**src/design/iirdf_ram.sv**
```systemverilog
// ----------------------------------------------------------------------------
// IIR filter RAM
// Generic simple dual-port RAM with one write port and a registered read.
// ----------------------------------------------------------------------------
module iirdf_ram #(
  parameter int WIDTH = 32,
  parameter int DEPTH = 16,
  parameter int AW    = (DEPTH > 1) ? $clog2(DEPTH) : 1
) (
  input  logic             clk,
  input  logic             we,
  input  logic [AW-1:0]    waddr,
  input  logic [WIDTH-1:0] wdata,
  input  logic [AW-1:0]    raddr,
  output logic [WIDTH-1:0] rdata
);

  logic [WIDTH-1:0] mem [DEPTH];

  always_ff @(posedge clk) begin
    if (we) begin
      mem[waddr] <= wdata;
    end
    rdata <= mem[raddr];
  end

endmodule

```
**config.mk**
```make
export PLATFORM = sky130hd
export DESIGN_NAME = iirdf_ram
export DESIGN_NICKNAME = d
export VERILOG_FILES = /design/src/design/iirdf_ram.sv
export SDC_FILE = /design/constraint.sdc
export NUM_CORES = 1
export LEC_CHECK = 0
export BUFFER_PORTS_ARGS = -buffer_cell sky130_fd_sc_hd__buf_2
export CAP_MARGIN = 0
export CORE_UTILIZATION = 55
export DETAILED_ROUTE_END_ITERATION = 6
export GPL_TIMING_DRIVEN = 0
export PLACE_DENSITY = 0.72
export SYNTH_ARGS = -nofsm -noshare
export SYNTH_HDL_FRONTEND = slang
export SYNTH_SLANG_ARGS = --single-unit
export TNS_END_PERCENT = 30
```
**constraint.sdc**
```tcl
create_clock -name clk -period 9.9 [get_ports clk]
set_input_delay 0.99 -clock clk [delete_from_list [all_inputs] [get_ports clk]]
set_output_delay 0.99 -clock clk [all_outputs]
set_load 0.1 [all_outputs]
```
==> results of run 1 <==
## cell type report
| class | count | area (um^2) | area share |
|---|---|---|---|
| Clock buffer | 83 | 1500 | 0.0653 |
| Tap cell | 461 | 577 | 0.0251 |
| Buffer | 43 | 223 | 0.00970 |
| Antenna cell | 2 | 5.00 | 0.000218 |
| Multi-Input combinational cell | 251 | 3730 | 0.162 |
| Clock inverter | 15 | 118 | 0.00512 |
| Timing Repair Buffer | 99 | 798 | 0.0348 |
| Sequential cell | 544 | 16000 | 0.698 |
## metal layers
layer / wire, um / global-route usage / share of wire / vias to the layer above
li1: - / - / - / 3894
met1: 17200 / 0.339 / 0.41 / 4898
met2: 20300 / 0.378 / 0.49 / 424
met3: 3560 / 0.0513 / 0.085 / 60
met4: 744 / 0.0560 / 0.018 / 4
met5: 23 / 0 / 0.00055 / -
## sequential cells by signal, indices dropped and copies added (netlist names)
register	flops
mem	512
rdata	32
## cells in the final DEF, fill, tap and decap left out, drive strengths merged
cell type / netlist / routed
a22oi: 64 / 64
nor2: 13 / 13
dfxtp: 32 / 32
clkinvlp: 0 / 1
nor3: 4 / 4
nand2b: 2 / 2
buf: 26 / 125
nand3b: 2 / 2
edfxtp: 512 / 512
bufinv: 0 / 1
or3b: 1 / 1
mux4: 128 / 128
and2: 1 / 1
nor2b: 2 / 2
clkbuf: 17 / 100
nand2: 33 / 33
clkinv: 0 / 11
diode: 0 / 2
inv: 0 / 2
nand3: 1 / 1
## worst min-delay path: cells and delay by family, from the launching register on
kind / cells / cell delay, ps
compound gates: 1 / 50
flops: 1 / 310
mux: 1 / 220
simple gates: 1 / 50
## through the flow
step	std cells	instance area [um^2]	power, W	hold slack [ps]
after floorplan	838	19900	0.00287	635
after global placement	1370	20800	0.00297	653
after detailed placement	1398	21300	0.00298	655
after CTS	1496	23000	0.00483	670
after global routing	1496	23000	0.00494	699
final	1498	23000	0.00481	665
## cells by family (layout without fill, tap and decap cells)
logic type | Yosys count | count (layout)
other cells | 0 | 2
simple gates | 59 | 59
mux | 128 | 128
flops | 544 | 544
buf+inv | 43 | 240
compound gates | 64 | 64
## worst max path at each step
stage | from | depth (start not counted) | end
final | waddr[2] | 5 | mem[0][27]$_DFFE_PP_
after detailed placement | waddr[2] | 5 | mem[0][2]$_DFFE_PP_
after global routing | waddr[2] | 5 | mem[0][27]$_DFFE_PP_
after floorplan | waddr[2] | 2 | mem[0][0]$_DFFE_PP_
after global placement | waddr[2] | 3 | mem[0][2]$_DFFE_PP_
after CTS | waddr[2] | 5 | mem[0][27]$_DFFE_PP_
## cells in the mapped netlist (all sizes together)
| library cell | instances |
|---|---|
| a22oi | 64 |
| and2 | 1 |
| buf | 26 |
| clkbuf | 17 |
| dfxtp | 32 |
| edfxtp | 512 |
| mux4 | 128 |
| nand2 | 33 |
| nand2b | 2 |
| nand3 | 1 |
| nand3b | 2 |
| nor2 | 13 |
| nor2b | 2 |
| nor3 | 4 |
| or3b | 1 |
## power groups by stage
stage | Clock [W] | Sequential, W | Combinational [W]
finish | 0.00187 | 0.00259 | 0.000346
global route | 0.00199 | 0.00259 | 0.000364
CTS | 0.00189 | 0.00259 | 0.000349
detailed placement | 0 | 0.00264 | 0.000348
global placement | 0 | 0.00263 | 0.000332
floorplan | 0 | 0.00275 | 0.000124
==> flow_summary.ini, run 1 <==
[outcome]
status = completed

[floorplan]
fp-row-count = 69
core-area_mm2 = 0.0356
start_util = 0.558
die_w_um = 192
dieArea_mm2 = 0.0369
die_h_um = 192
io_pins = 74

[power_and_ir_drop]
leakagePower_nw = 7.41
p_int_w = 0.00374
p_sw_frac = 0.222
pwr-share-seq = 0.538
ir_worst_vdd_v = 0.000210
netSwitchingPower_w = 0.00107
p_per_area_mw_per_mm2 = 209
combPwrFrac = 0.072
power.share.clock = 0.390

[synth]
ys_warn_count = 0
synth_xor_area_frac = 0
synth.area.mux_share = 0.145
synth_seq_cells = 544
synth_top_area_share = 0.774
syn_inst = 838
synth_top_family_by_area = multiplexers
synth_area_leaders = edfxtp_1, mux4_2, dfxtp_1
yosysTopAreaCell = edfxtp_1
syn-num-nets = 880
synth_compound_area_frac = 0.0242
synth_cell_types = 18
seq_area_frac_synth = 0.807
netlist_area_mm2 = 0.0199
synth-simple-area-share = 0.0127
synth_fa_ha_area_frac = 0
avgSynthCellArea_um2 = 23.7

[sta]
rsz0062_at_grt = false
relSlewSlack = 0.368
finalCritPeriodShare = 0.253
worst_pin_slew_ps = 948
clock_skew_ps = 7.87
finalSetupViolations = 0
setup-tns-final_ps = 0
fin_crit_ps = 2510
finalMaxSlewViolations = 0
setup_slack_ps = 7390
hold_violations = 0
fmax_ghz = 0.399

[placement]
dp_slack_ps = 6820
place_congestion = 0.707
dp.final_hpwl_um = 25500
io_buffer_count = 71

[global_routing]
grt_pass1_wl_um = 61400
antenna_found_initial = 4
grt_use_total = 0.237
grt_max_degree = 23
grt_pass1_vias = 9547
overflow = 0

[hold_path]
worstHoldStart = mem[14][26]$_DFFE_PP_
hp-class = reg -> reg
hold_end = rdata[26]$_DFF_P_
holdPathStages = 3

[final_layout]
syn_to_final_growth_pct = 15.6
utilization = 0.646
fin_nets = 1033
fill_cells = 2309
drive_gt1_frac = 0.321

[cts]
cts_hold_buf = 0
tritoncts = yes
root_buffer = clkbuf_16
clk_pin_slew_ps = 60
cts_setup_buffers = 0
cts_resized = 0
worst_skew_pair.late_latency_ps = 560
clockBufferDepth = 3
cts_made_buffers = 52
h-tree-depth = 2
cts_sinks = 544

[setup_path]
crit_chain = buf_2, or3b_2, nor3_2, buf_6, buf_6
cp_max_fo = 9
ff2ff_path_depth = 3
crit_required_ps = 10160
reg2reg_to = rdata[12]$_DFF_P_
path_delay_family = simple AND/OR/NAND/NOR gates
critical_path_buf_inv_count = 3
reg2reg_from = mem[10][12]$_DFFE_PP_
cpPeakStageDelay_ps = 640
end_kind = flip-flop
start_kind = input port
critPathSlowestCell = nor3_2
ff2ff_setup_slack_ps = 8540
arrival_ps = 2770
path_common_cell = buf_6
critPathKind = in -> reg

[detailed_routing]
ant_nets = 0
vias_per_cell = 6.19
first_pass_iters = 5
drc_errors = 0
dr.first_iter.drc_count = 1006
drt_wl_total_um = 41900
dr_total_vias = 9280
wl_per_cell_um = 27.9

[flow_run]
maxCapViolCount = 0
No activity file was read; power rests on OpenSTA's default activity.
==> run 2, diff against run 1 <==
PLACE_DENSITY = 0.75   (was 0.72)
clock period = 2.13 ns   (was 9.9 ns; I/O delays follow)
==> run 2 against run 1 <==
Flip-flop and latch count unchanged; die area unchanged; total power increased to 4.7 times the previous value; via count decreased by 0.30%; sequential power increased to 4.6 times the previous value; clock power increased to 4.7 times the previous value; routed wire length decreased by 2.2%; largest cell class unchanged.
==> flow_summary.ini, run 2 (synthesis results as in run 1) <==
[final_layout]
drive_gt1_frac = 0.312
final_cell_mix = edfxtp_1, mux4_2, buf_2, a22oi_1, clkbuf_16
largest_reg_flops = 512
top_regs = mem: 512 flops, rdata: 32 flops
top_register = mem
syn_to_final_growth_pct = 17.2
final-instance-count-excl-fill = 1510
fin_nets = 1049
utilization = 0.654
layout_commonest_cell = edfxtp_1

[floorplan]
die_h_um = 192
dieArea_mm2 = 0.0369
core-area_mm2 = 0.0356
die_w_um = 192
io_pins = 74
start_util = 0.558
fp-row-count = 69

[setup_path]
cp_max_fo = 12
cpPeakStageDelay_ps = 770
reg2reg_to = rdata[19]$_DFF_P_
start_kind = input port
end_kind = flip-flop
ff2ff_path_depth = 3
path_delay_family = simple AND/OR/NAND/NOR gates
cp_num_cells = 5
crit_chain = buf_2, nand3_1, nor3_4, buf_16, buf_16
path_common_cell = buf_16
critPathKind = in -> reg
critical_path_buf_inv_count = 3
ff2ff_setup_slack_ps = 710
arrival_ps = 1870
crit_required_ps = 2410
critPathSlowestCell = nor3_4
reg2reg_from = mem[11][19]$_DFFE_PP_

[sta]
clock_skew_ps = 21.1
hold_ws_ps = 19.5
rsz0062_at_grt = false
finalCritPeriodShare = 0.748
relSlewSlack = 0.389
finalSetupViolations = 0
worst_pin_slew_ps = 917
hold_violations = 0
fmax_ghz = 0.627
fin_crit_ps = 1590
finalMaxSlewViolations = 0

[cts]
clk_pin_slew_ps = 60
tritoncts = yes
h-tree-depth = 2
root_buffer = clkbuf_16
cts_setup_buffers = 0
cts_made_buffers = 52
worst_skew_pair.late_latency_ps = 590
cts_sinks = 544
clockBufferDepth = 3

[global_routing]
antenna_found_initial = 2
grt_use_total = 0.233
grt_max_degree = 22
grt_pass1_wl_um = 60400
overflow = 0
grt_pass1_vias = 9557

[outcome]
status = completed

[hold_path]
hp-class = in -> reg
holdPathStages = 1
worstHoldStart = wdata[0]
hold_end = mem[13][0]$_DFFE_PP_

[power_and_ir_drop]
ir_worst_vdd_v = 0.000961
leakagePower_nw = 7.52
p_per_area_mw_per_mm2 = 966

[detailed_routing]
wl_per_cell_um = 27.1
ant_nets = 0
drc_errors = 0
drt_wl_total_um = 40900
dr_total_vias = 9252
first_pass_iters = 7
vias_per_cell = 6.13
dr.first_iter.drc_count = 863

[flow_run]
maxCapViolCount = 0

[placement]
io_buffer_count = 71
place_congestion = 0.733
dp.cells = 1390
dp.final_hpwl_um = 24400
-- run 2: timing repair --
action                    4_1_cts  5_1_grt
resized for setup               0        0
hold endpoints to repair      318        0
hold buffers                   24        0
-- run 2: routing by layer --
layer,track usage,share of wire,vias up
met5,0,0,-
met1,0.321,0.40,4830
met2,0.377,0.50,425
met3,0.0477,0.079,76
met4,0.0754,0.025,0
li1,-,-,3921
-- run 2: final cells by class --
cell class / instances / area (um^2)
clock buffer: 72 / 1460
timing repair buffer: 115 / 1060
tap: 461 / 577
multi-input combinational: 251 / 3750
fill: 2250 / 12300
sequential: 544 / 16000
buffer: 43 / 223
clock inverter: 23 / 174
antenna: 1 / 2.50
-- run 2: how the worst max path moves through the flow --
| stage | start | end | slack [ps] |
|---|---|---|---|
| 2_1_floorplan | waddr[2] | mem[1][0]$_DFFE_PP_ | -410 |
| 3_3_place_gp | waddr[2] | mem[2][24]$_DFFE_PP_ | -1930 |
| 3_5_place_dp | raddr[1] | rdata[11]$_DFF_P_ | -60 |
| 4_1_cts | we | mem[12][28]$_DFFE_PP_ | 540 |
| 5_1_grt | waddr[2] | mem[3][28]$_DFFE_PP_ | 510 |
| 6_report | we | mem[12][28]$_DFFE_PP_ | 540 |
-- run 2: power by group --
part | leakage (nW) | switching (W) | internal (W)
sequential | 4.89 | 0.0000596 | 0.0120
clock | 0.806 | 0.00377 | 0.00502
combinational | 1.82 | 0.00116 | 0.000486
total | 7.52 | 0.00499 | 0.0175
-- run 2: per-stage QoR --
stage               total power (W)  TNS, ps  cell area (um^2)  setup slack [ps]
global placement             0.0138  -806230             20800             -1930
finish                       0.0225        0             23300               536
global route                 0.0231        0             23300               506
CTS                          0.0226        0             23300               542
floorplan                    0.0133   -63630             19900              -411
detailed placement           0.0139    -1240             21400             -55.6
==> run 3, diff against run 2 <==
clock period = 1.4 ns   (was 2.13 ns; I/O delays follow)
==> run 3 against run 2 <==
The run now ends with negative setup slack left; sequential share of layout area decreased by 0.76 points; combinational power increased by 59%; worst setup slack got worse by 680 ps; cell area is 1.1% higher; highest routed layer unchanged; non-clock buffer count up 7; first-iteration DRC count is 39% higher; worst hold slack improved by 81 ps; critical path depth did not move; sequential power is 53% higher; core utilization rose by 0.73 points.
==> flow_summary.ini, run 3 (synthesis results as in run 1) <==
[detailed_routing]
dr_total_vias = 9511
first_pass_iters = 5
vias_per_cell = 6.24
drc_errors = 0
drt_wl_total_um = 43400
ant_nets = 0
wl_per_cell_um = 28.5
dr.first_iter.drc_count = 1199

[placement]
io_buffer_count = 71
dp_slack_ps = -929
dp.final_hpwl_um = 24600
place_area_mm2 = 0.0213
place_congestion = 0.712

[sta]
relSlewSlack = 0.393
hold_violations = 0
worst_pin_slew_ps = 911
finalMaxSlewViolations = 0
rsz0062_at_grt = true
finalSetupViolations = 27
clock_skew_ps = 21.2
fin_crit_ps = 1540
finalCritPeriodShare = 1.10
fmax_ghz = 0.648
setup_slack_ps = -144

[hold_path]
hp-class = in -> reg
hold_end = mem[15][30]$_DFFE_PP_
worstHoldStart = waddr[2]
holdPathStages = 3

[cts]
cts_made_buffers = 53
worst_skew_pair.late_latency_ps = 580
root_buffer = clkbuf_16
clockBufferDepth = 3
cts_sinks = 544
h-tree-depth = 2
clk_pin_slew_ps = 60
tritoncts = yes

[setup_path]
reg2reg_to = rdata[22]$_DFF_P_
critPathSlowestCell = nor3_4
crit_required_ps = 1660
cpPeakStageDelay_ps = 770
path_delay_family = simple AND/OR/NAND/NOR gates
end_kind = flip-flop
critPathKind = in -> reg
reg2reg_from = mem[10][22]$_DFFE_PP_
cp_max_fo = 13
critical_path_buf_inv_count = 3
path_common_cell = buf_16
ff2ff_path_depth = 3
start_kind = input port
crit_chain = buf_8, nand3b_1, nor3_4, buf_16, buf_16
ff2ff_setup_slack_ps = 10
arrival_ps = 1810

[final_layout]
antennaDiodeCount = 0
fill_cells = 2263
final_cell_mix = edfxtp_1, mux4_2, a22oi_1, clkbuf_16, buf_4
utilization = 0.661
syn_to_final_growth_pct = 18.5
layout_commonest_cell = edfxtp_1
top_register = mem
fin_area_mm2 = 0.0235
largest_reg_flops = 512
fin_nets = 1059
top_regs = mem: 512 flops, rdata: 32 flops
drive_gt1_frac = 0.315

[power_and_ir_drop]
ir_worst_vdd_v = 0.00107
leakagePower_nw = 7.59
p_per_area_mw_per_mm2 = 1470
finalPower_w = 0.0346

[global_routing]
antenna_found_initial = 0
grt_pass1_wl_um = 63300
grt_use_total = 0.244
grt_pass1_vias = 9923
overflow = 0
grt_max_degree = 33

[floorplan]
core-area_mm2 = 0.0356
io_pins = 74
fp-row-count = 69
die_h_um = 192
die_w_um = 192
start_util = 0.558
dieArea_mm2 = 0.0369

[flow_run]
maxCapViolCount = 0

[outcome]
status = finished, violations left
failed_checks = negative setup slack
run 3: cell type report:
class	count	area, um^2	area share
repair buffers	122	1200	0.0511
clock buffers	82	1500	0.0637
well taps	461	577	0.0245
plain buffers	43	248	0.0105
multi-input cells	253	3810	0.162
flip-flops and latches	544	16000	0.681
clock inverters	18	173	0.00734
run 3: what timing repair did:
item,in CTS,in global routing
endpoints found under the hold margin,512,0
buffers inserted,1,0
resized for setup,48,6
gates cloned,0,2
hold buffers,32,0
endpoints found under the setup margin,197,141
pin swaps,5,2
run 3: worst register-to-register path: stages, from the launching register on:
cell and delay [ps]:
edfxtp_1 420, mux4_2 520, a22oi_2 230, nand2_1 100
run 3: routing by layer:
layer,track usage,share of wire
met5,0,0
met4,0.0672,0.023
met3,0.0455,0.092
met2,0.388,0.48
met1,0.351,0.40
run 3: worst max-delay path by stage:
stage | from | endpoint | slack [ps] | cells past startpoint
2_1_floorplan | waddr[2] | mem[0][0]$_DFFE_PP_ | -450 | 2
3_3_place_gp | waddr[2] | mem[0][1]$_DFFE_PP_ | -1460 | 3
3_5_place_dp | waddr[1] | mem[1][7]$_DFFE_PP_ | -930 | 3
4_1_cts | waddr[0] | mem[1][16]$_DFFE_PP_ | -290 | 3
5_1_grt | waddr[3] | mem[4][16]$_DFFE_PP_ | -210 | 5
6_report | waddr[3] | mem[4][21]$_DFFE_PP_ | -140 | 5
run 3: where the power goes:
part / internal (W) / leakage (nW) / switching, W
logic: 0.000830 / 1.89 / 0.00180
registers: 0.0182 / 4.89 / 0.000104
clock network: 0.00791 / 0.797 / 0.00576
run 3: metrics by stage:
stage	setup TNS [ps]	hold slack, ps	cells
2_1_floorplan	-127830	239	838
3_3_place_gp	-655770	506	1370
3_5_place_dp	-276650	508	1387
4_1_cts	-24860	88.8	1520
5_1_grt	-4860	108	1523
6_report	-1850	100	1523
