`config.mk`:
```
export PLATFORM = sky130hd
export DESIGN_NAME = iirdf_div
export DESIGN_NICKNAME = d
export VERILOG_FILES = /design/src/design/iirdf_pkg.sv /design/src/design/iirdf_div.sv
export SDC_FILE = /design/constraint.sdc
export NUM_CORES = 1
export LEC_CHECK = 0
export BUFFER_PORTS_ARGS = -buffer_cell sky130_fd_sc_hd__buf_2
export CAP_MARGIN = 20
export CELL_PAD_IN_SITES_DETAIL_PLACEMENT = 0
export CELL_PAD_IN_SITES_GLOBAL_PLACEMENT = 1
export CORE_ASPECT_RATIO = 0.7
export CORE_MARGIN = 3
export CORE_UTILIZATION = 46
export DETAILED_ROUTE_END_ITERATION = 16
export HOLD_SLACK_MARGIN = 0.1
export PLACE_DENSITY_LB_ADDON = 0.1
export SETUP_SLACK_MARGIN = 0.5
export SYNTH_ARGS = -nofsm -noshare
export SYNTH_HDL_FRONTEND = slang
export SYNTH_SLANG_ARGS = --single-unit
```
`constraint.sdc`:
```
create_clock -name clk -period 3.3 [get_ports clk]
set_input_delay 0.66 -clock clk [delete_from_list [all_inputs] [get_ports clk]]
set_output_delay 0.66 -clock clk [all_outputs]
set_load 0.02 [all_outputs]
```
`src/design/iirdf_pkg.sv`:
```
// ----------------------------------------------------------------------------
// IIR direct-form filter package
// Shared constants, request codes, sequencer states and divider bundles.
// ----------------------------------------------------------------------------
package iirdf_pkg;

  localparam int MAX_ORDER_DEF    = 10;
  localparam int COEF_WIDTH_DEF   = 16;
  localparam int SAMPLE_WIDTH_DEF = 16;

  localparam int ACC_W   = 32;
  localparam int FILT_W  = 26;
  localparam int REQ_W   = 2;
  localparam int IDX_W   = 4;
  localparam int ORDER_W = 4;

  localparam logic [ORDER_W-1:0] ORDER_RST = 4'd4;
  localparam logic [ACC_W-1:0]   SCALE     = 32'd100;

  // floor(m / 100) == (m * SCALE_RECIP) >> SCALE_SHIFT for every 32-bit m.
  localparam logic [ACC_W-1:0]   SCALE_RECIP = 32'h51EB_851F;
  localparam int                 SCALE_SHIFT = 37;

  typedef enum logic [REQ_W-1:0] {
    REQ_FILTER = 2'd0,
    REQ_NUM    = 2'd1,
    REQ_DEN    = 2'd2,
    REQ_NONE   = 2'd3
  } req_t;

  typedef enum logic [7:0] {
    ST_IDLE = 8'b0000_0001,
    ST_CW   = 8'b0000_0010,
    ST_A0   = 8'b0000_0100,
    ST_MUL  = 8'b0000_1000,
    ST_SUB  = 8'b0001_0000,
    ST_DIV  = 8'b0010_0000,
    ST_FIN  = 8'b0100_0000,
    ST_OUT  = 8'b1000_0000
  } state_t;

  typedef struct packed {
    logic             start;
    logic [ACC_W-1:0] num;
    logic [ACC_W-1:0] den;
  } div_req_t;

  typedef struct packed {
    logic             done;
    logic [ACC_W-1:0] quo;
  } div_rsp_t;

endpackage

```
`src/design/iirdf_div.sv`:
```
// ----------------------------------------------------------------------------
// IIR filter divider
// Signed 32-bit restoring divider, one quotient bit per cycle, truncating
// toward zero. The quotient wraps, so the most negative value over -1
// returns itself.
// ----------------------------------------------------------------------------
module iirdf_div (
  input  logic               clk,
  input  logic               rst_n,
  input  iirdf_pkg::div_req_t req,
  output iirdf_pkg::div_rsp_t rsp
);

  localparam int W = iirdf_pkg::ACC_W;

  logic [W-1:0]         q_r, q_nxt;
  logic [W-1:0]         rem_r, rem_nxt;
  logic [W-1:0]         md_r;
  logic                 neg_r;
  logic                 busy_r;
  logic                 done_r;
  logic [$clog2(W)-1:0] cnt_r;
  logic [W:0]           sh;
  logic                 ge;

  always_comb begin
    sh      = {rem_r, q_r[W-1]};
    ge      = (sh >= {1'b0, md_r});
    rem_nxt = ge ? W'(sh - {1'b0, md_r}) : sh[W-1:0];
    q_nxt   = {q_r[W-2:0], ge};
  end

  always_ff @(posedge clk) begin
    if (!rst_n) begin
      busy_r <= 1'b0;
      done_r <= 1'b0;
      cnt_r  <= '0;
    end else begin
      done_r <= 1'b0;
      if (busy_r) begin
        cnt_r <= cnt_r + 1'b1;
        if (&cnt_r) begin
          busy_r <= 1'b0;
          done_r <= 1'b1;
        end
      end else if (req.start) begin
        busy_r <= 1'b1;
        cnt_r  <= '0;
      end
    end
  end

  always_ff @(posedge clk) begin
    if (busy_r) begin
      q_r   <= q_nxt;
      rem_r <= rem_nxt;
    end else if (req.start) begin
      q_r   <= req.num[W-1] ? W'(-req.num) : req.num;
      md_r  <= req.den[W-1] ? W'(-req.den) : req.den;
      neg_r <= req.num[W-1] ^ req.den[W-1];
      rem_r <= '0;
    end
  end

  assign rsp.done = done_r;
  assign rsp.quo  = neg_r ? W'(-q_r) : q_r;

endmodule

```
==> out/metrics.cfg, run 1 <==
[route]
wl_per_cell_um = 17.8
drt_wl_total_um = 21700
via_per_inst = 5.66
dr.pass1.iters = 5
drc = 0
num_vias = 6882
drt.antenna.violating_nets = 0
drtIter0Drc = 464

[sta]
layout_min_cycle_time_ns = 3.62
max-slew-margin-rel_pct = 23.8
setup_viol = 10
period_share_pct = 110
hold_ws_ns = 0.521
skew_ns = 0.0112
finalMaxSlewViolations = 0
worst_slack_ns = -0.322
worst_slew_pin_slew_ns = 1.14
rsz0062_at_grt = true
hold_viol = 0
max_freq_mhz = 276

[power]
power.total_mw = 5.37
p_seq_share_pct = 33.9
intPower_mw = 3.38
p_sw_share_pct = 37.0
p_comb_share_pct = 46.3
clock_power_share_pct = 19.8
power_density_nw_per_um2 = 530
ir_drop_mv = 0.283
p_switching_mw = 1.99
p_leak_nw = 3.99

[floorplanning]
die_w_um = 162
io_pins = 100
start_util_pct = 47.5
die-area_um2 = 18600
placementRows = 39
core_area_um2 = 16500
die_h_um = 115

[clock_network]
cts_root_buf = clkbuf_16
tritoncts = done
htree_levels = 3
cts_buffers = 9
cts.clk_slew.worst_paths_ns = 0.08
clkLatencyLatePin_ns = 0.36
ctsHoldBuffers = 0
clock-sinks = 104
clock_path_buffers = 2

[worst_setup_path]
critical_path.max_stage_delay_ns = 0.58
criticalPathCategory = flop to output pin
required_ns = 2.64
crit_slowest_cell = or4_4
endpoint_kind = output pin
critPathMaxFanout = 5
path_cells = or4_4 > or4_4 > or4_4 > o41ai_4 > xnor2_2 > buf_4
cp.arrival_ns = 2.96
cp-start-kind = flop
cpMostUsedCell = or4_4

[layout]
drive_gt1_share_pct = 30.0
nFillCells = 1378
final_nets = 1091
areaGrowthSynthToFinish_pct = 29.4
num_antenna_cells = 0

[global_route]
grt_pass1_wl_um = 34000
gr-usage-all-layers_pct = 22.9
grt_pass1_vias = 6450
antenna_found_initial = 0
grt_max_degree = 44
overflow = 0

[synth]
synth.yosys.seq_area_share_pct = 39.0
synthArstFlopShare_pct = 0
ys_dominant_reg_cell = edfxtp_1
synth-warning-count = 0
synth_seq_cells = 104
ys_types = 60
synth_edf_count = 97
syn_inst = 843
netlist_area_um2 = 7830
syn_nets = 948
syn_area_per_cell_um2 = 9.29

[placed_design]
hpwl_um = 15500
place_congestion = 0.917
dp_worst_setup_slack_ns = 0.0310
numPortBuffers = 99

[run_status]
violations = setup timing
outcome = finished, violations left

[worst_hold_path]
hp-class = primary input to flop

[run]
maxCapViolations = 0

-- Yosys cell counts, types with 2 or more instances --
| library cell | n | share of area, % |
|---|---|---|
| o21ai_0 | 83 | 5.3 |
| o21bai_1 | 2 | 0.19 |
| o22ai_1 | 4 | 0.32 |
| dfxtp_1 | 7 | 1.8 |
| mux2i_1 | 25 | 3.2 |
| o211ai_1 | 4 | 0.38 |
| or4_4 | 5 | 0.72 |
| a211oi_1 | 7 | 0.67 |
| nand2b_1 | 18 | 1.4 |
| nand2_1 | 88 | 4.2 |
| a211o_1 | 2 | 0.22 |
| or2_2 | 5 | 0.40 |
| o31ai_1 | 22 | 2.1 |
| ha_1 | 37 | 5.9 |
| nand3b_1 | 3 | 0.29 |
| buf_2 | 3 | 0.19 |
| xor2_1 | 38 | 4.3 |
| and2_1 | 4 | 0.32 |
| nor2b_1 | 11 | 0.88 |
| inv_1 | 47 | 2.3 |
| o41ai_1 | 12 | 1.3 |
| o21a_1 | 8 | 0.77 |
| nor2_1 | 54 | 2.6 |
| a31oi_1 | 3 | 0.24 |
| nor3_1 | 16 | 1.0 |
| nand4_1 | 10 | 0.80 |
| nor3b_1 | 4 | 0.38 |
| a21oi_1 | 39 | 2.5 |
| buf_4 | 2 | 0.19 |
| a21o_1 | 15 | 1.4 |
| nand3_1 | 8 | 0.51 |
| and4_1 | 2 | 0.22 |
| o41ai_2 | 3 | 0.62 |
| nor4_1 | 7 | 0.56 |
| buf_1 | 2 | 0.096 |
| and3_1 | 5 | 0.40 |
| xnor2_1 | 75 | 8.4 |
| or4_1 | 11 | 1.1 |
| edfxtp_1 | 97 | 37 |
| or3_1 | 5 | 0.40 |
| a21boi_0 | 3 | 0.29 |
| clkbuf_1 | 29 | 1.4 |
-- power by group through the flow --
stage          logic, mW  registers, mW  clock network [mW]
2_1_floorplan       1.34           1.78                   0
3_3_place_gp        1.87           1.81                   0
3_5_place_dp        1.89           1.82                   0
4_1_cts             2.19           1.80                1.08
5_1_grt             2.68           1.84                1.13
6_report            2.48           1.82                1.06
-- final cells by class --
type,count,area (um^2),area share [%]
clock buffer,10,229,2.26
clock inverter,6,60.1,0.593
inverter,47,176,1.74
timing repair buffer,168,1200,11.8
sequential,104,3050,30.1
tap,225,282,2.78
multi-input combinational,656,5130,50.7
-- through the flow --
stage | setup TNS [ns] | cell area [um^2] | util [%] | cells
6_report | -2.60 | 10100 | 61.4 | 1216
5_1_grt | -3.49 | 10100 | 61.4 | 1216
4_1_cts | -2.65 | 9720 | 58.9 | 1202
3_5_place_dp | 0 | 8900 | 54.0 | 1164
3_3_place_gp | 0 | 8900 | 54.0 | 1164
2_1_floorplan | 0 | 7980 | - | 843
-- final timing paths --
| kind | startpoint | to | slack (ns) | depth (start not counted) |
|---|---|---|---|---|
| worst max-delay path | q_r[10] | rsp[29] | -0.32 | 6 |
| worst min-delay path | req[0] | md_r[0] | 0.52 | 1 |
| worst max register to register | md_r[4] | rem_r[12] | 0.36 | 13 |
| worst min register to register | cnt_r[2] | cnt_r[2] | 0.60 | 2 |
-- critical path: cells and delay by family, from the launching register on --
| kind | cells | cell delay [ns] |
|---|---|---|
| and+or+nand+nor | 3 | 1.62 |
| DFF | 1 | 0.40 |
| AOI/OAI and AO/OA | 1 | 0.27 |
| buffers and inverters | 1 | 0.16 |
| xor gates and xnor gates | 1 | 0.15 |
-- metal layers --
metal | track usage, % | share of wire (%) | vias up | wire length, um
met2 | 32.1 | 42 | 226 | 9080
met4 | 4.72 | 1.0 | 0 | 216
met1 | 36.3 | 51 | 3276 | 11000
li1 | - | - | 3361 | -
met5 | 0 | 0 | - | 0
met3 | 4.43 | 6.3 | 19 | 1370
-- state kept, by name, indices dropped and copies added (netlist names) --
name / flops
rem_r: 32
busy_r: 1
md_r: 32
done_r: 1
q_r: 32
cnt_r: 5
neg_r: 1
-- repair_timing --
action / 4_1_cts / 5_1_grt
cloned: 3 / 1
setup endpoints to repair: 56 / 64
setup buffers: 19 / 13
gates resized for setup: 74 / 64
pin swaps: 24 / 25
-- cells by family (layout without fill, tap and decap cells) --
| group | Yosys count | count (layout) | share of synthesized area (%) |
|---|---|---|---|
| xor gates and xnor gates | 113 | 113 | 12.6 |
| and+or+nand+nor | 261 | 261 | 16.9 |
| AOI/OAI and AO/OA | 218 | 218 | 17.9 |
| muxes | 26 | 26 | 3.34 |
| adders and majority gates | 38 | 38 | 6.17 |
| buffers and inverters | 83 | 231 | 4.12 |
| DFF | 104 | 104 | 39.0 |
-- layout by cell type (no fill, tap or decap), types with 15 or more instances in the layout --
| cell | instances |
|---|---|
| ha_1 | 19 |
| o31ai_1 | 16 |
| nor2_1 | 50 |
| edfxtp_1 | 97 |
| xor2_1 | 38 |
| nand2_1 | 84 |
| buf_4 | 73 |
| inv_1 | 45 |
| nand2b_1 | 15 |
| buf_2 | 81 |
| mux2i_1 | 19 |
| a21oi_1 | 32 |
| o21ai_0 | 67 |
| a21o_1 | 15 |
| xnor2_1 | 68 |
No activity file was read; power rests on OpenSTA's default activity.
==> inputs of run 2 (changes only) <==
--- a/config.mk
+++ b/config.mk
@@ -16,6 +16,7 @@
 export HOLD_SLACK_MARGIN = 0.1
 export PLACE_DENSITY_LB_ADDON = 0.1
 export SETUP_SLACK_MARGIN = 0.5
+export SKIP_CTS_REPAIR_TIMING = 1
 export SYNTH_ARGS = -nofsm -noshare
 export SYNTH_HDL_FRONTEND = slang
 export SYNTH_SLANG_ARGS = --single-unit
==> run 2 against run 1 <==
The run still ends with setup timing left. Flip-flop and latch count did not move. Total power is 1.5% lower. Core utilization decreased by 0.43 points. Clock skew is 0.00092 ns lower. Sequential power barely moved. Die area unchanged. Sequential share of layout area grew 0.21 points. Global-route usage shrank 1.3 points. Cell count fell by 0.90%. Combinational power decreased by 3%. Non-clock buffer count down 11. Critical path type unchanged. Critical endpoint unchanged. Largest cell class unchanged. Largest power group unchanged.
==> out/metrics.cfg, run 2 (synthesized netlist as in run 1, its figures left out) <==
[run_status]
outcome = finished, violations left  ; unchanged
violations = setup timing  ; unchanged

[clock_network]
htree_levels = 3  ; unchanged
cts_root_buf = clkbuf_16  ; unchanged
tritoncts = done  ; unchanged
clock_path_buffers = 2  ; unchanged
cts.clk_slew.worst_paths_ns = 0.08  ; about the same
cts_buffers = 9  ; unchanged
clkLatencyLatePin_ns = 0.36  ; about the same
clock-sinks = 104  ; unchanged

[sta]
finalMaxSlewViolations = 0  ; unchanged
rsz0062_at_grt = true  ; unchanged
worst_slew_pin_slew_ns = 1.16  ; was 1.14 ns
worst_slack_ns = -0.343  ; was -0.322 ns
max_freq_mhz = 274  ; was 276 MHz
hold_viol = 0  ; unchanged
layout_min_cycle_time_ns = 3.64  ; was 3.62 ns
setup_viol = 10  ; unchanged
max-slew-margin-rel_pct = 22.3  ; was 23.8%
skew_ns = 0.0102  ; was 0.0112 ns
period_share_pct = 110  ; about the same
fin_setup_tns_ns = -2.35  ; was -2.60 ns

[global_route]
grt_pass1_vias = 6172  ; was 6450
overflow = 0  ; unchanged
antenna_found_initial = 0  ; unchanged
grt_max_degree = 44  ; unchanged
gr-usage-all-layers_pct = 21.6  ; was 22.9%
grt_pass1_wl_um = 32300  ; was 34000 um

[route]
drt.antenna.violating_nets = 0  ; unchanged
drt_wl_total_um = 21200  ; was 21700 um
drtIter0Drc = 427  ; was 464
num_vias = 6783  ; was 6882
via_per_inst = 5.63  ; was 5.66
wl_per_cell_um = 17.6  ; was 17.8 um
drc = 0  ; unchanged
dr.pass1.iters = 5  ; unchanged

[power]
p_switching_mw = 1.96  ; was 1.99 mW
p_leak_nw = 3.95  ; was 3.99 nW
intPower_mw = 3.32  ; was 3.38 mW
ir_drop_mv = 0.280  ; was 0.283 mV
p_comb_share_pct = 45.4  ; was 46.3%
power_density_nw_per_um2 = 525  ; was 530 nW/um^2
p_sw_share_pct = 37.1  ; was 37.0%
p_seq_share_pct = 34.5  ; was 33.9%
clock_power_share_pct = 20.1  ; was 19.8%

[placed_design]
place_area_um2 = 8900  ; unchanged
hpwl_um = 15500  ; unchanged
dp_worst_setup_slack_ns = 0.0310  ; unchanged
place_congestion = 0.917  ; unchanged
numPortBuffers = 99  ; unchanged

[worst_setup_path]
r2r_end = rem_r[10]  ; was rem_r[12]
crit_family = simple AND/OR/NAND/NOR gates  ; unchanged
cpMostUsedCell = or4_4  ; unchanged
endpoint_kind = output pin  ; unchanged
r2r_cells = 13  ; unchanged
crit_slowest_cell = or4_4  ; unchanged
crit_buf_inv = 1  ; unchanged
critical_path.reg2reg.startpoint = md_r[4]  ; unchanged
cp-start-kind = flop  ; unchanged
critPathMaxFanout = 5  ; unchanged
required_ns = 2.64  ; about the same
path_cells = or4_4 > or4_4 > or4_4 > o41ai_4 > xnor2_2 > buf_4  ; unchanged
critical_path.max_stage_delay_ns = 0.58  ; about the same
cp.arrival_ns = 2.98  ; was 2.96 ns
timing.reg2reg.setup_slack_ns = 0.31  ; was 0.36 ns
criticalPathCategory = flop to output pin  ; unchanged

[layout]
num_antenna_cells = 0  ; unchanged
nFillCells = 1402  ; was 1378
seq_area_um2 = 3050  ; unchanged
design_area_um2 = 10100  ; about the same
finish.utilization_pct = 61.0  ; was 61.4%
top_regs = md_r: 32 flops, q_r: 32 flops, rem_r: 32 flops  ; unchanged
multi_input_area_um2 = 5160  ; was 5130 um^2
drive_gt1_share_pct = 29.5  ; was 30.0%
areaGrowthSynthToFinish_pct = 28.5  ; was 29.4%
mostFrequentLayoutCell = edfxtp_1  ; unchanged
final_nets = 1080  ; was 1091
layout_common_cells = 97 x edfxtp_1, 85 x nand2_1, 79 x buf_2  ; was 97 x edfxtp_1, 84 x nand2_1, 81 x buf_2

[floorplanning]
die-area_um2 = 18600  ; unchanged
core_area_um2 = 16500  ; unchanged
io_pins = 100  ; unchanged
start_util_pct = 47.5  ; unchanged
die_w_um = 162  ; unchanged
die_h_um = 115  ; unchanged
placementRows = 39  ; unchanged

[worst_hold_path]
hold_end = md_r[0]  ; unchanged
hold_depth = 1  ; unchanged
hp-class = primary input to flop  ; unchanged
holdCritStartpoint = req[0]  ; unchanged

[run]
maxCapViolations = 0  ; unchanged

[run 2: cell types whose count changed in the layout (fill, tap and decap cells not counted), moves of 3 or more]
cell / change
buf_4: -10
o21ai_1: -5
buf_16: -3
buf_6: +3
ha_1: +3
mux2i_1: +3
o21ai_2: +3
o31ai_4: +3
[run 2: cell type report]
cell class / count / share of cell area, %
timing repair buffer: 157 / 10.9
tap: 225 / 2.80
inverter: 47 / 1.75
clock inverter: 6 / 0.597
sequential: 104 / 30.4
clock buffer: 10 / 2.28
multi-input combinational: 656 / 51.3
[run 2: how the worst max path moves through the flow]
| stage | from | endpoint | slack (ns) | depth (start not counted) |
|---|---|---|---|---|
| 4_1_cts | q_r[6] | rsp[26] | -0.37 | 7 |
| 6_report | q_r[10] | rsp[29] | -0.34 | 6 |
| 2_1_floorplan | q_r[10] | rsp[26] | 0.22 | 5 |
| 3_3_place_gp | q_r[6] | rsp[26] | 0.04 | 7 |
| 5_1_grt | q_r[16] | rsp[29] | -0.43 | 7 |
| 3_5_place_dp | q_r[6] | rsp[26] | 0.03 | 7 |
[run 2: metrics by stage]
step	std cells	power [mW]	hold slack, ns
after floorplan	843	3.13	0.513
after global placement	1164	3.67	0.537
after detailed placement	1164	3.71	0.574
after CTS	1180	4.77	0.511
after global routing	1205	5.58	0.525
final	1205	5.28	0.523
[run 2: layer usage]
metal,vias up,GRT usage [%],routed length [um]
met5,-,0,0
met4,0,3.98,165
met3,14,4.29,1260
met2,191,29.5,8640
met1,3246,35.1,11100
li1,3332,-,-
[run 2: power groups by stage]
| stage | Clock [mW] | Sequential, mW | Combinational (mW) |
|---|---|---|---|
| finish | 1.06 | 1.82 | 2.40 |
| global route | 1.13 | 1.84 | 2.61 |
| CTS | 1.08 | 1.79 | 1.90 |
| detailed placement | 0 | 1.82 | 1.89 |
| global placement | 0 | 1.81 | 1.87 |
| floorplan | 0 | 1.78 | 1.34 |
